--- src/rtl/core/text_console_cursor_controller_defines.svh ---
// ---------------------------------------------------------------------------
// Assertion macros for the text console cursor controller
// ---------------------------------------------------------------------------
`ifndef TEXT_CONSOLE_CURSOR_CONTROLLER_DEFINES_SVH
`define TEXT_CONSOLE_CURSOR_CONTROLLER_DEFINES_SVH

// Property that must hold at every clock edge outside reset
`define TCC_ASSERT(name, clk, rstn, prop) \
  name: assert property (@(posedge clk) disable iff (!rstn) prop) \
    else $error("tcc assertion failed");

// Condition in one cycle implies a consequence in the next cycle
`define TCC_ASSERT_NEXT(name, clk, rstn, ante, cons) \
  name: assert property (@(posedge clk) disable iff (!rstn) (ante) |=> (cons)) \
    else $error("tcc assertion failed");

`endif

--- src/rtl/core/tcc_pkg.sv ---
`timescale 1ns / 1ps
// ---------------------------------------------------------------------------
// tcc_pkg
// Shared types and constants of the text console cursor controller.
// ---------------------------------------------------------------------------
package tcc_pkg;

  // Default parameter values
  localparam int unsigned DEF_MAX_COLUMNS = 128;
  localparam int unsigned DEF_MAX_ROWS    = 50;
  localparam int unsigned DEF_QUEUE_DEPTH = 2;

  // Hard limits of the cursor fields
  localparam int unsigned COL_HARD_LIM = 128;
  localparam int unsigned ROW_HARD_LIM = 64;

  // Configuration register indexes
  localparam int unsigned CFG_IDX_W = 2;
  localparam logic [CFG_IDX_W-1:0] REG_TEXT_COLUMNS = 2'd0;
  localparam logic [CFG_IDX_W-1:0] REG_TEXT_ROWS    = 2'd1;

  // Register reset values
  localparam logic [7:0] RST_TEXT_COLUMNS = 8'd128;
  localparam logic [5:0] RST_TEXT_ROWS    = 6'd50;

  // Character codes
  localparam logic [7:0] CH_BS        = 8'd8;
  localparam logic [7:0] CH_TAB       = 8'd9;
  localparam logic [7:0] CH_LF        = 8'd10;
  localparam logic [7:0] CH_CR        = 8'd13;
  localparam logic [7:0] CH_FIRST_PRN = 8'd32;
  localparam logic [6:0] GLYPH_SPACE  = 7'd32;
  localparam logic [7:0] TAB_STOP     = 8'd8;

  // Input kinds
  localparam logic KIND_PUT   = 1'b0;
  localparam logic KIND_CLEAR = 1'b1;

  // Drawing commands
  typedef enum logic [2:0] {
    CMD_ERASE  = 3'd0,
    CMD_GLYPH  = 3'd1,
    CMD_SCROLL = 3'd2,
    CMD_CURSOR = 3'd3,
    CMD_CLEAR  = 3'd4
  } cmd_e;

  // Bit positions in a job's command mask, in emission order
  localparam int unsigned JB_ERASE  = 0;
  localparam int unsigned JB_GLYPH  = 1;
  localparam int unsigned JB_SCROLL = 2;
  localparam int unsigned JB_CURSOR = 3;
  localparam int unsigned JB_CLEAR  = 4;
  localparam int unsigned JB_W      = 5;

  // One classified item, holding everything its commands need
  typedef struct packed {
    logic [JB_W-1:0] mask;
    logic [6:0]      old_col;
    logic [5:0]      old_row;
    logic [6:0]      glyph_col;
    logic [5:0]      glyph_row;
    logic [6:0]      glyph;
    logic [5:0]      scroll_row;
    logic [6:0]      new_col;
    logic [5:0]      new_row;
  } job_t;

endpackage

--- src/rtl/core/text_console_cursor_controller.sv ---
`timescale 1ns / 1ps
// ---------------------------------------------------------------------------
// text_console_cursor_controller
// Keeps the text cursor and emits drawing commands for a character renderer.
// ---------------------------------------------------------------------------
// Input beats (s_axis) carry a character code in tdata and the kind in tuser
// (0 put character, 1 clear screen). Each beat yields up to four commands on
// m_axis: erase cursor, draw glyph, scroll, draw cursor; tlast marks the final
// command of a beat. Ignored control codes are taken and give no command.
// A beat's first command passes through the job queue and the job register to
// the output register. The command port moves one beat per cycle while the
// receiver is ready, so an item takes one to four beats; output is the limit.
// The front part accepts a beat every cycle while the job queue has room,
// also while the output is stalled; when the queue fills, s_axis_tready drops.
// Config writes (cfg_*) take index 0 text_columns or 1 text_rows, are always
// ready, home the cursor and must be issued while no commands are pending.
// Reset (rst_ni low) empties the queue and output, homes the cursor and sets
// 128 columns by 50 rows.
// ---------------------------------------------------------------------------
module text_console_cursor_controller
  import tcc_pkg::*;
#(
  parameter int unsigned MAX_COLUMNS = DEF_MAX_COLUMNS,
  parameter int unsigned MAX_ROWS    = DEF_MAX_ROWS,
  parameter int unsigned QUEUE_DEPTH = DEF_QUEUE_DEPTH
) (
  input  logic                 clk_i,
  input  logic                 rst_ni,
  // input stream
  input  logic                 s_axis_tvalid,
  output logic                 s_axis_tready,
  input  logic [7:0]           s_axis_tdata,  // [7:0] char_code
  input  logic                 s_axis_tuser,  // [0] kind
  // command stream
  output logic                 m_axis_tvalid,
  input  logic                 m_axis_tready,
  output logic [23:0]          m_axis_tdata,  // [6:0] column, [12:7] row, [19:13] glyph
  output logic [2:0]           m_axis_tuser,  // [2:0] command
  output logic                 m_axis_tlast,
  // config writes
  input  logic                 cfg_valid_i,
  output logic                 cfg_ready_o,
  input  logic [CFG_IDX_W-1:0] cfg_index_i,
  input  logic [7:0]           cfg_data_i
);

  job_t       push_data, pop_data;
  logic       push, full, pop, empty;
  cmd_e       out_cmd;
  logic [6:0] out_col, out_glyph;
  logic [5:0] out_row;

  assign cfg_ready_o = 1'b1;

  tcc_front #(
    .MAX_COLUMNS (MAX_COLUMNS),
    .MAX_ROWS    (MAX_ROWS)
  ) u_front (
    .clk_i       (clk_i),
    .rst_ni      (rst_ni),
    .in_valid_i  (s_axis_tvalid),
    .in_ready_o  (s_axis_tready),
    .kind_i      (s_axis_tuser),
    .char_code_i (s_axis_tdata),
    .cfg_valid_i (cfg_valid_i),
    .cfg_index_i (cfg_index_i),
    .cfg_data_i  (cfg_data_i),
    .push_o      (push),
    .push_data_o (push_data),
    .full_i      (full)
  );

  tcc_fifo #(
    .DEPTH (QUEUE_DEPTH)
  ) u_fifo (
    .clk_i       (clk_i),
    .rst_ni      (rst_ni),
    .push_i      (push),
    .push_data_i (push_data),
    .full_o      (full),
    .pop_i       (pop),
    .pop_data_o  (pop_data),
    .empty_o     (empty)
  );

  tcc_back u_back (
    .clk_i       (clk_i),
    .rst_ni      (rst_ni),
    .pop_data_i  (pop_data),
    .empty_i     (empty),
    .pop_o       (pop),
    .out_valid_o (m_axis_tvalid),
    .out_ready_i (m_axis_tready),
    .out_cmd_o   (out_cmd),
    .out_col_o   (out_col),
    .out_row_o   (out_row),
    .out_glyph_o (out_glyph),
    .out_last_o  (m_axis_tlast)
  );

  // Output packing
  assign m_axis_tdata = {4'd0, out_glyph, out_row, out_col};
  assign m_axis_tuser = 3'(out_cmd);

endmodule

--- src/rtl/core/tcc_front.sv ---
`timescale 1ns / 1ps
// ---------------------------------------------------------------------------
// tcc_front
// Accepts input beats and config writes, keeps the cursor and turns each
// item into one job for the command queue.
// ---------------------------------------------------------------------------
`include "text_console_cursor_controller_defines.svh"

module tcc_front
  import tcc_pkg::*;
#(
  parameter int unsigned MAX_COLUMNS = DEF_MAX_COLUMNS,
  parameter int unsigned MAX_ROWS    = DEF_MAX_ROWS
) (
  input  logic                 clk_i,
  input  logic                 rst_ni,
  // input items
  input  logic                 in_valid_i,
  output logic                 in_ready_o,
  input  logic                 kind_i,
  input  logic [7:0]           char_code_i,
  // config writes
  input  logic                 cfg_valid_i,
  input  logic [CFG_IDX_W-1:0] cfg_index_i,
  input  logic [7:0]           cfg_data_i,
  // queue side
  output logic                 push_o,
  output job_t                 push_data_o,
  input  logic                 full_i
);

  localparam int unsigned COL_LIM = (MAX_COLUMNS < COL_HARD_LIM) ? MAX_COLUMNS : COL_HARD_LIM;
  localparam int unsigned ROW_LIM = (MAX_ROWS < ROW_HARD_LIM) ? MAX_ROWS : ROW_HARD_LIM;

  logic [7:0] cols_q, cols_d;
  logic [5:0] rows_q, rows_d;
  logic [6:0] cur_col_q, cur_col_d;
  logic [5:0] cur_row_q, cur_row_d;

  logic [7:0] cols_eff;
  logic [6:0] rows_eff;
  logic [7:0] col8;
  logic [6:0] row7;
  logic       accept;

  // Effective sizes, saturated to the supported range
  always_comb begin
    if (cols_q == 8'd0) begin
      cols_eff = 8'd1;
    end else if (cols_q > 8'(COL_LIM)) begin
      cols_eff = 8'(COL_LIM);
    end else begin
      cols_eff = cols_q;
    end
    if (rows_q == 6'd0) begin
      rows_eff = 7'd1;
    end else if ({1'b0, rows_q} > 7'(ROW_LIM)) begin
      rows_eff = 7'(ROW_LIM);
    end else begin
      rows_eff = {1'b0, rows_q};
    end
  end

  assign col8       = {1'b0, cur_col_q};
  assign row7       = {1'b0, cur_row_q};
  assign in_ready_o = !full_i;
  assign accept     = in_valid_i && in_ready_o;

  // Classify the character and move the cursor
  logic       is_bs, is_tab, is_lf, is_cr, is_prn, ignore;
  logic       wrap, scrolled;
  logic [6:0] mv_col;
  logic [5:0] mv_row;
  logic [7:0] tab_col, inc_col;
  logic [6:0] row_inc;
  logic [6:0] nx_col;
  logic [5:0] nx_row;
  job_t       job;

  always_comb begin
    is_bs   = (char_code_i == CH_BS);
    is_tab  = (char_code_i == CH_TAB);
    is_lf   = (char_code_i == CH_LF);
    is_cr   = (char_code_i == CH_CR);
    is_prn  = (char_code_i >= CH_FIRST_PRN);
    ignore  = !is_prn && !is_bs && !is_tab && !is_lf && !is_cr;
    tab_col = (col8 + TAB_STOP) & ~(TAB_STOP - 8'd1);
    inc_col = col8 + 8'd1;
    mv_col  = cur_col_q;
    mv_row  = cur_row_q;
    wrap    = 1'b0;

    priority if (is_lf) begin
      wrap = 1'b1;
    end else if (is_cr) begin
      mv_col = 7'd0;
    end else if (is_tab) begin
      if (tab_col >= cols_eff) begin
        wrap = 1'b1;
      end else begin
        mv_col = tab_col[6:0];
      end
    end else if (is_bs) begin
      if (cur_col_q != 7'd0) begin
        mv_col = cur_col_q - 7'd1;
      end else if (cur_row_q != 6'd0) begin
        mv_row = cur_row_q - 6'd1;
        mv_col = 7'(cols_eff - 8'd1);
      end
    end else begin
      if (inc_col >= cols_eff) begin
        wrap = 1'b1;
      end else begin
        mv_col = inc_col[6:0];
      end
    end

    // Start of the next row, scrolling at the bottom
    row_inc  = row7 + 7'd1;
    scrolled = 1'b0;
    nx_col   = mv_col;
    nx_row   = mv_row;
    if (wrap) begin
      nx_col = 7'd0;
      if (row_inc >= rows_eff) begin
        nx_row   = 6'(rows_eff - 7'd1);
        scrolled = 1'b1;
      end else begin
        nx_row = row_inc[5:0];
      end
    end

    // Job contents
    job            = '0;
    job.old_col    = cur_col_q;
    job.old_row    = cur_row_q;
    job.scroll_row = 6'(rows_eff - 7'd1);
    job.new_col    = nx_col;
    job.new_row    = nx_row;
    if (is_bs) begin
      job.glyph_col = mv_col;
      job.glyph_row = mv_row;
      job.glyph     = GLYPH_SPACE;
    end else begin
      job.glyph_col = cur_col_q;
      job.glyph_row = cur_row_q;
      job.glyph     = char_code_i[7] ? 7'd0 : char_code_i[6:0];
    end
    if (kind_i == KIND_CLEAR) begin
      job.mask           = '0;
      job.mask[JB_CLEAR] = 1'b1;
    end else begin
      job.mask[JB_ERASE]  = 1'b1;
      job.mask[JB_GLYPH]  = is_bs || is_prn;
      job.mask[JB_SCROLL] = scrolled;
      job.mask[JB_CURSOR] = !(is_lf && scrolled);
    end
  end

  assign push_o      = accept && ((kind_i == KIND_CLEAR) || !ignore);
  assign push_data_o = job;

  // Next cursor and register values
  always_comb begin
    cols_d    = cols_q;
    rows_d    = rows_q;
    cur_col_d = cur_col_q;
    cur_row_d = cur_row_q;
    if (cfg_valid_i && (cfg_index_i == REG_TEXT_COLUMNS || cfg_index_i == REG_TEXT_ROWS)) begin
      if (cfg_index_i == REG_TEXT_COLUMNS) begin
        cols_d = cfg_data_i;
      end else begin
        rows_d = cfg_data_i[5:0];
      end
      cur_col_d = 7'd0;
      cur_row_d = 6'd0;
    end else if (accept) begin
      if (kind_i == KIND_CLEAR) begin
        cur_col_d = 7'd0;
        cur_row_d = 6'd0;
      end else if (!ignore) begin
        cur_col_d = nx_col;
        cur_row_d = nx_row;
      end
    end
  end

  always_ff @(posedge clk_i or negedge rst_ni) begin
    if (!rst_ni) begin
      cols_q    <= RST_TEXT_COLUMNS;
      rows_q    <= RST_TEXT_ROWS;
      cur_col_q <= 7'd0;
      cur_row_q <= 6'd0;
    end else begin
      cols_q    <= cols_d;
      rows_q    <= rows_d;
      cur_col_q <= cur_col_d;
      cur_row_q <= cur_row_d;
    end
  end

  // Cursor always stays inside the text area
  `TCC_ASSERT(a_col_inside, clk_i, rst_ni, col8 < cols_eff)
  `TCC_ASSERT(a_row_inside, clk_i, rst_ni, row7 < rows_eff)

endmodule

--- src/rtl/core/tcc_fifo.sv ---
`timescale 1ns / 1ps
// ---------------------------------------------------------------------------
// tcc_fifo
// Short job queue between the front and back parts (DEPTH of 2 or more).
// ---------------------------------------------------------------------------
`include "text_console_cursor_controller_defines.svh"

module tcc_fifo
  import tcc_pkg::*;
#(
  parameter int unsigned DEPTH = DEF_QUEUE_DEPTH
) (
  input  logic clk_i,
  input  logic rst_ni,
  input  logic push_i,
  input  job_t push_data_i,
  output logic full_o,
  input  logic pop_i,
  output job_t pop_data_o,
  output logic empty_o
);

  localparam int unsigned AW = $clog2(DEPTH);
  localparam int unsigned CW = $clog2(DEPTH + 1);

  job_t          mem_q [DEPTH];
  logic [AW-1:0] wr_ptr_q, wr_ptr_d, rd_ptr_q, rd_ptr_d;
  logic [CW-1:0] cnt_q, cnt_d;
  logic          do_push, do_pop;

  assign full_o     = (cnt_q == CW'(DEPTH));
  assign empty_o    = (cnt_q == '0);
  assign do_push    = push_i && !full_o;
  assign do_pop     = pop_i && !empty_o;
  assign pop_data_o = mem_q[rd_ptr_q];

  // Pointer and fill bookkeeping
  always_comb begin
    wr_ptr_d = wr_ptr_q;
    rd_ptr_d = rd_ptr_q;
    cnt_d    = cnt_q;
    if (do_push) begin
      wr_ptr_d = (wr_ptr_q == AW'(DEPTH - 1)) ? '0 : wr_ptr_q + 1'b1;
    end
    if (do_pop) begin
      rd_ptr_d = (rd_ptr_q == AW'(DEPTH - 1)) ? '0 : rd_ptr_q + 1'b1;
    end
    if (do_push && !do_pop) begin
      cnt_d = cnt_q + 1'b1;
    end else if (do_pop && !do_push) begin
      cnt_d = cnt_q - 1'b1;
    end
  end

  always_ff @(posedge clk_i or negedge rst_ni) begin
    if (!rst_ni) begin
      wr_ptr_q <= '0;
      rd_ptr_q <= '0;
      cnt_q    <= '0;
    end else begin
      wr_ptr_q <= wr_ptr_d;
      rd_ptr_q <= rd_ptr_d;
      cnt_q    <= cnt_d;
    end
  end

  // Storage
  always_ff @(posedge clk_i) begin
    if (do_push) begin
      mem_q[wr_ptr_q] <= push_data_i;
    end
  end

  `TCC_ASSERT(a_cnt_range, clk_i, rst_ni, cnt_q <= CW'(DEPTH))
  `TCC_ASSERT(a_no_overflow, clk_i, rst_ni, !(push_i && full_o))

endmodule

--- src/rtl/core/tcc_back.sv ---
`timescale 1ns / 1ps
// ---------------------------------------------------------------------------
// tcc_back
// Takes jobs from the queue and plays out their commands, one beat per
// cycle while out_ready_i allows, through a registered output stage.
// ---------------------------------------------------------------------------
`include "text_console_cursor_controller_defines.svh"

module tcc_back
  import tcc_pkg::*;
(
  input  logic       clk_i,
  input  logic       rst_ni,
  // queue side
  input  job_t       pop_data_i,
  input  logic       empty_i,
  output logic       pop_o,
  // command stream
  output logic       out_valid_o,
  input  logic       out_ready_i,
  output cmd_e       out_cmd_o,
  output logic [6:0] out_col_o,
  output logic [5:0] out_row_o,
  output logic [6:0] out_glyph_o,
  output logic       out_last_o
);

  job_t            job_q;
  logic [JB_W-1:0] mask_q, mask_d, mask_nx;
  logic            out_vld_q, out_vld_d;
  cmd_e            out_cmd_q, cmd_sel;
  logic [6:0]      out_col_q, col_sel;
  logic [5:0]      out_row_q, row_sel;
  logic [6:0]      out_glyph_q, glyph_sel;
  logic            out_last_q;
  logic            out_free, advance, retire;

  // Step control: emit the lowest pending command, fetch the next job
  always_comb begin
    out_free = !out_vld_q || out_ready_i;
    advance  = out_free && (mask_q != '0);
    mask_nx  = mask_q & (mask_q - JB_W'(1));
    retire   = (mask_q == '0) || (advance && (mask_nx == '0));
    pop_o    = retire && !empty_i;

    mask_d = mask_q;
    if (pop_o) begin
      mask_d = pop_data_i.mask;
    end else if (advance) begin
      mask_d = mask_nx;
    end

    out_vld_d = out_vld_q;
    if (advance) begin
      out_vld_d = 1'b1;
    end else if (out_ready_i) begin
      out_vld_d = 1'b0;
    end
  end

  // Fields of the selected command
  always_comb begin
    glyph_sel = 7'd0;
    priority if (mask_q[JB_CLEAR]) begin
      cmd_sel = CMD_CLEAR;
      col_sel = 7'd0;
      row_sel = 6'd0;
    end else if (mask_q[JB_ERASE]) begin
      cmd_sel = CMD_ERASE;
      col_sel = job_q.old_col;
      row_sel = job_q.old_row;
    end else if (mask_q[JB_GLYPH]) begin
      cmd_sel   = CMD_GLYPH;
      col_sel   = job_q.glyph_col;
      row_sel   = job_q.glyph_row;
      glyph_sel = job_q.glyph;
    end else if (mask_q[JB_SCROLL]) begin
      cmd_sel = CMD_SCROLL;
      col_sel = 7'd0;
      row_sel = job_q.scroll_row;
    end else begin
      cmd_sel = CMD_CURSOR;
      col_sel = job_q.new_col;
      row_sel = job_q.new_row;
    end
  end

  always_ff @(posedge clk_i or negedge rst_ni) begin
    if (!rst_ni) begin
      mask_q    <= '0;
      out_vld_q <= 1'b0;
    end else begin
      mask_q    <= mask_d;
      out_vld_q <= out_vld_d;
    end
  end

  // Job and output payload
  always_ff @(posedge clk_i) begin
    if (pop_o) begin
      job_q <= pop_data_i;
    end
    if (advance) begin
      out_cmd_q   <= cmd_sel;
      out_col_q   <= col_sel;
      out_row_q   <= row_sel;
      out_glyph_q <= glyph_sel;
      out_last_q  <= (mask_nx == '0);
    end
  end

  assign out_valid_o = out_vld_q;
  assign out_cmd_o   = out_cmd_q;
  assign out_col_o   = out_col_q;
  assign out_row_o   = out_row_q;
  assign out_glyph_o = out_glyph_q;
  assign out_last_o  = out_last_q;

  // A stalled job keeps its pending commands
  `TCC_ASSERT_NEXT(a_mask_hold, clk_i, rst_ni, (mask_q != '0) && !out_free, mask_q == $past(mask_q))
  // A clear is always the only command of its item
  `TCC_ASSERT(a_clear_last, clk_i, rst_ni, (out_vld_q && out_cmd_q == CMD_CLEAR) |-> out_last_q)

endmodule

--- config.mk ---
export PLATFORM = sky130hd
export DESIGN_NAME = text_console_cursor_controller
export DESIGN_NICKNAME = d
export VERILOG_FILES = /design/src/rtl/core/tcc_pkg.sv /design/src/rtl/core/text_console_cursor_controller.sv /design/src/rtl/core/tcc_front.sv /design/src/rtl/core/tcc_fifo.sv /design/src/rtl/core/tcc_back.sv
export VERILOG_INCLUDE_DIRS = /design/src /design/src/rtl/core
export SDC_FILE = /design/constraint.sdc
export NUM_CORES = 1
export LEC_CHECK = 0
export BUFFER_PORTS_ARGS = -buffer_cell sky130_fd_sc_hd__buf_2
export CAP_MARGIN = 5
export CORE_MARGIN = 1
export CORE_UTILIZATION = 61
export CTS_CLUSTER_DIAMETER = 120
export DETAILED_ROUTE_END_ITERATION = 12
export PLACE_DENSITY = 0.79
export SLEW_MARGIN = 5
export SYNTH_ARGS = -nofsm -noshare
export SYNTH_HDL_FRONTEND = slang
export SYNTH_SLANG_ARGS = --single-unit
export TNS_END_PERCENT = 30
--- constraint.sdc ---
create_clock -name clk_i -period 5.2 [get_ports clk_i]
set_input_delay 0.26 -clock clk_i [delete_from_list [all_inputs] [get_ports clk_i]]
set_output_delay 0.26 -clock clk_i [all_outputs]
set_load 0.01 [all_outputs]
==> flow_summary.json <==
{
  "ir_drop_mv": 0.672,
  "hold_path_class": "in -> reg",
  "syn_area_sq_um": 10900,
  "fin_area_sq_um": 12000,
  "final_period_minus_worst_setup_slack_ns": 4.07,
  "area_growth_pct": 10.7,
  "ys_ff_latch": 227,
  "dieArea_sq_um": 18300,
  "grt_max_degree": 59,
  "critPathMaxFanout": 11,
  "route.vias.total": 7078,
  "synth_top_flop_cell": "edfxtp_1",
  "dp_hpwl_mm": 17.1,
  "async_flop_share": 0.163,
  "portBuffers": 49,
  "clk_path_buf_depth": 3,
  "p_leak_nw": 4.61,
  "crit_path_end_kind": "flip-flop",
  "setup_tns_ns": 0,
  "status": "complete, no violations",
  "grt-ovfl-total": 0,
  "die_height_microns": 135,
  "finalCritPeriodShare": 0.783,
  "hold_viol_final": 0,
  "wl_per_cell_microns": 22.1,
  "yosys_warnings": 0,
  "placed_cell_area_sq_um": 11200,
  "die_w_microns": 135,
  "synth.distinct_cells": 77,
  "ys_seq_area_frac": 0.611,
  "cp.arrival_ns": 4.44,
  "cts_buffers": 23,
  "path_class": "reg -> reg",
  "rsz0062_at_grt": "no",
  "dp_slack_ns": 1.22,
  "critPathRequiredTime_ns": 5.57,
  "synth_cells": 830,
  "synth.avg_cell_area_sq_um": 13.1,
  "drt-total-wl_mm": 24.7,
  "clock_sinks": 227,
  "io_pins": 55,
  "finalSetupViolations": 0,
  "drt_iter0_drc": 684,
  "core_region_area_sq_um": 17400,
  "fin_worst_skew_ns": 0.0265,
  "antenna_found_initial": 0,
  "worst_pin_slew_ns": 1.27,
  "final_nets": 927,
  "drc_errors": 0,
  "diodes": 0,
  "grt_pass1_vias": 6959,
  "num_rows": 48,
  "max_clock_freq_mhz": 246,
  "cts_tree": "done",
  "cts.htree.levels": 1,
  "clk_pin_slew_worst_paths_ns": 0.06,
  "finalMaxSlewViolations": 0,
  "clk_latency_ns": 0.50,
  "grt_pass1_wl_mm": 38.4,
  "root_buffer": "clkbuf_16",
  "layout-drive-gt1-share": 0.208,
  "grtUsageTotal": 0.276,
  "worst_slack_ns": 1.13,
  "gp_congestion": 0.943,
  "pwr_density_cell_nw_per_um2": 547,
  "synth-edff-count": 190,
  "power_mw": 6.58,
  "postRouteAntennaNets": 0,
  "cap_viol_max_count": 0,
  "vias_per_cell": 6.35,
  "start_kind": "flip-flop",
  "start_util": 0.626,
  "firstDrtPassIters": 5,
  "slew_headroom": 0.155
}
==> flip-flops by register name, summed over array words and instances (netlist names) <==
register	flops
u_back.job_q	52
u_back.mask_q	5
u_back.out_cmd_o	3
u_back.out_col_o	7
u_back.out_glyph_o	7
u_back.out_last_o	1
u_back.out_row_o	6
u_back.out_valid_o	1
u_fifo.cnt_q	2
u_fifo.mem_q	114
u_fifo.rd_ptr_q	1
u_fifo.wr_ptr_q	1
u_front.cols_q	8
u_front.cur_col_q	7
u_front.cur_row_q	6
u_front.rows_q	6
==> logic make-up (layout without fill, tap and decap cells) <==
family                   Yosys count  count (layout)  synth area share
AO/OA/AOI/OAI                    158             158             0.103
XOR/XNOR                          23              23            0.0185
adder cells (fa/ha/maj)           31              31            0.0355
buffers and inverters             68             125            0.0295
flip-flops                       227             227             0.611
multiplexers                      87              87            0.0889
other                              2               5          0.000691
AND/OR/NAND/NOR                  234             234             0.114
==> path summary, 6_finish.rpt <==
kind / from / end / slack [ns] / cells after the start
min in group asynchronous: rst_ni / u_fifo.cnt_q[0]$_DFFE_PN0P_ / 0.42 / 2
max in group asynchronous: rst_ni / u_fifo.rd_ptr_q$_DFFE_PN0P_ / 4.15 / 2
max reg2reg: u_front.cols_q[4]$_DFFE_PN0P_ / u_front.cur_col_q[0]$_DFFE_PN0P_ / 1.13 / 10
max: u_front.cols_q[4]$_DFFE_PN0P_ / u_front.cur_col_q[0]$_DFFE_PN0P_ / 1.13 / 10
min reg2reg: u_fifo.cnt_q[1]$_DFFE_PN0P_ / u_fifo.cnt_q[1]$_DFFE_PN0P_ / 0.50 / 1
min: cfg_data_i[3] / u_front.cols_q[3]$_DFFE_PN0P_ / 0.02 / 2
==> per-layer routing <==
metal	GRT usage	vias to the layer above	wire length, microns
li1	-	3225	-
met1	0.384	3514	10700
met2	0.454	301	12000
met3	0.0374	38	1430
met4	0.0836	0	505
met5	0	-	0
==> cells in the final DEF, fill, tap and decap left out, drive strengths merged, types with 5 or more instances in the layout <==
master  count
edfxtp    190
nor2       74
mux2       70
buf        54
nand2      46
a21oi      36
dfrtp      33
ha         30
o21ai      27
inv        26
clkbuf     24
nor3       20
nand3      18
xnor2      17
mux2i      17
and2       12
nor2b      12
clkinv     12
a22oi      11
nand2b     11
o31ai      10
or3         9
xor2        6
and3        6
a21o        6
o211ai      6
nor4        6
a2111o      5
nor3b       5
a211oi      5
o22ai       5
conb        5
o21a        5
nand4       5
==> layout make-up <==
cell class                      instances  area, sq um
Clock inverter                         18          190
Fill cell                            1183         5330
Sequential cell                       227         6640
Tap cell                              225          282
Timing Repair Buffer                   57          313
Clock buffer                           24          579
Inverter                               26         97.6
Multi-Input combinational cell        538         3930
==> synth_stat cells, types with 4 or more instances <==
cell type	count	share of area
nor2b_1	12	0.0069
o21a_1	4	0.0028
ha_1	30	0.035
o31ai_1	10	0.0069
mux2i_1	17	0.016
xor2_1	6	0.0048
nor2_1	74	0.026
o2111ai_1	4	0.0032
o22ai_1	5	0.0029
nor3b_1	5	0.0035
nand3_1	18	0.0083
buf_1	5	0.0017
or3_1	9	0.0052
edfxtp_1	190	0.53
inv_1	25	0.0086
nand2_1	45	0.016
o21ai_0	27	0.012
dfrtp_1	33	0.076
clkbuf_1	15	0.0052
nand4_1	4	0.0023
buf_2	10	0.0046
a21oi_1	36	0.017
a21o_1	6	0.0041
o211ai_1	6	0.0041
mux2_2	68	0.070
nor3_1	16	0.0074
a22oi_1	11	0.0076
buf_4	10	0.0069
or4_1	4	0.0028
a2111o_1	5	0.0052
dfstp_2	4	0.0097
nand2b_1	10	0.0058
xnor2_1	17	0.014
and2_1	12	0.0069
a211oi_1	5	0.0035
and3_1	6	0.0035
a22o_1	4	0.0032
==> through the flow <==
| stage | cells | hold WS (ns) | util |
|---|---|---|---|
| 5_1_grt | 1115 | 0.00887 | 0.693 |
| 6_report | 1115 | 0.0172 | 0.693 |
| 3_5_place_dp | 1070 | 0.428 | 0.647 |
| 2_1_floorplan | 833 | -0.0356 | - |
| 3_3_place_gp | 1070 | 0.413 | 0.647 |
| 4_1_cts | 1115 | 0.00751 | 0.693 |
==> critical path: stages (launching register included) <==
cell	delay, ns
dfrtp_1	0.43
nor3_1	0.40
a21oi_1	0.13
nor2_1	0.32
ha_1	0.30
nand2b_1	0.14
a2111o_1	0.45
a21bo_1	0.31
a22oi_1	0.80
nand2_1	0.32
o31ai_1	0.34
==> report_power, final <==
part	leakage (nW)	internal, mW	switching, mW	total, mW
logic	1.95	0.678	1.13	1.81
registers	2.28	2.81	0.306	3.12
clock network	0.377	1.01	0.645	1.65
==> repair_timing <==
item | 4_1_cts | 5_1_grt
resized for setup | 0 | 0
endpoints found under the hold margin | 35 | 0
setup buffers | 0 | 0
hold buffers | 3 | 0
(Power assumes the default switching activity.)
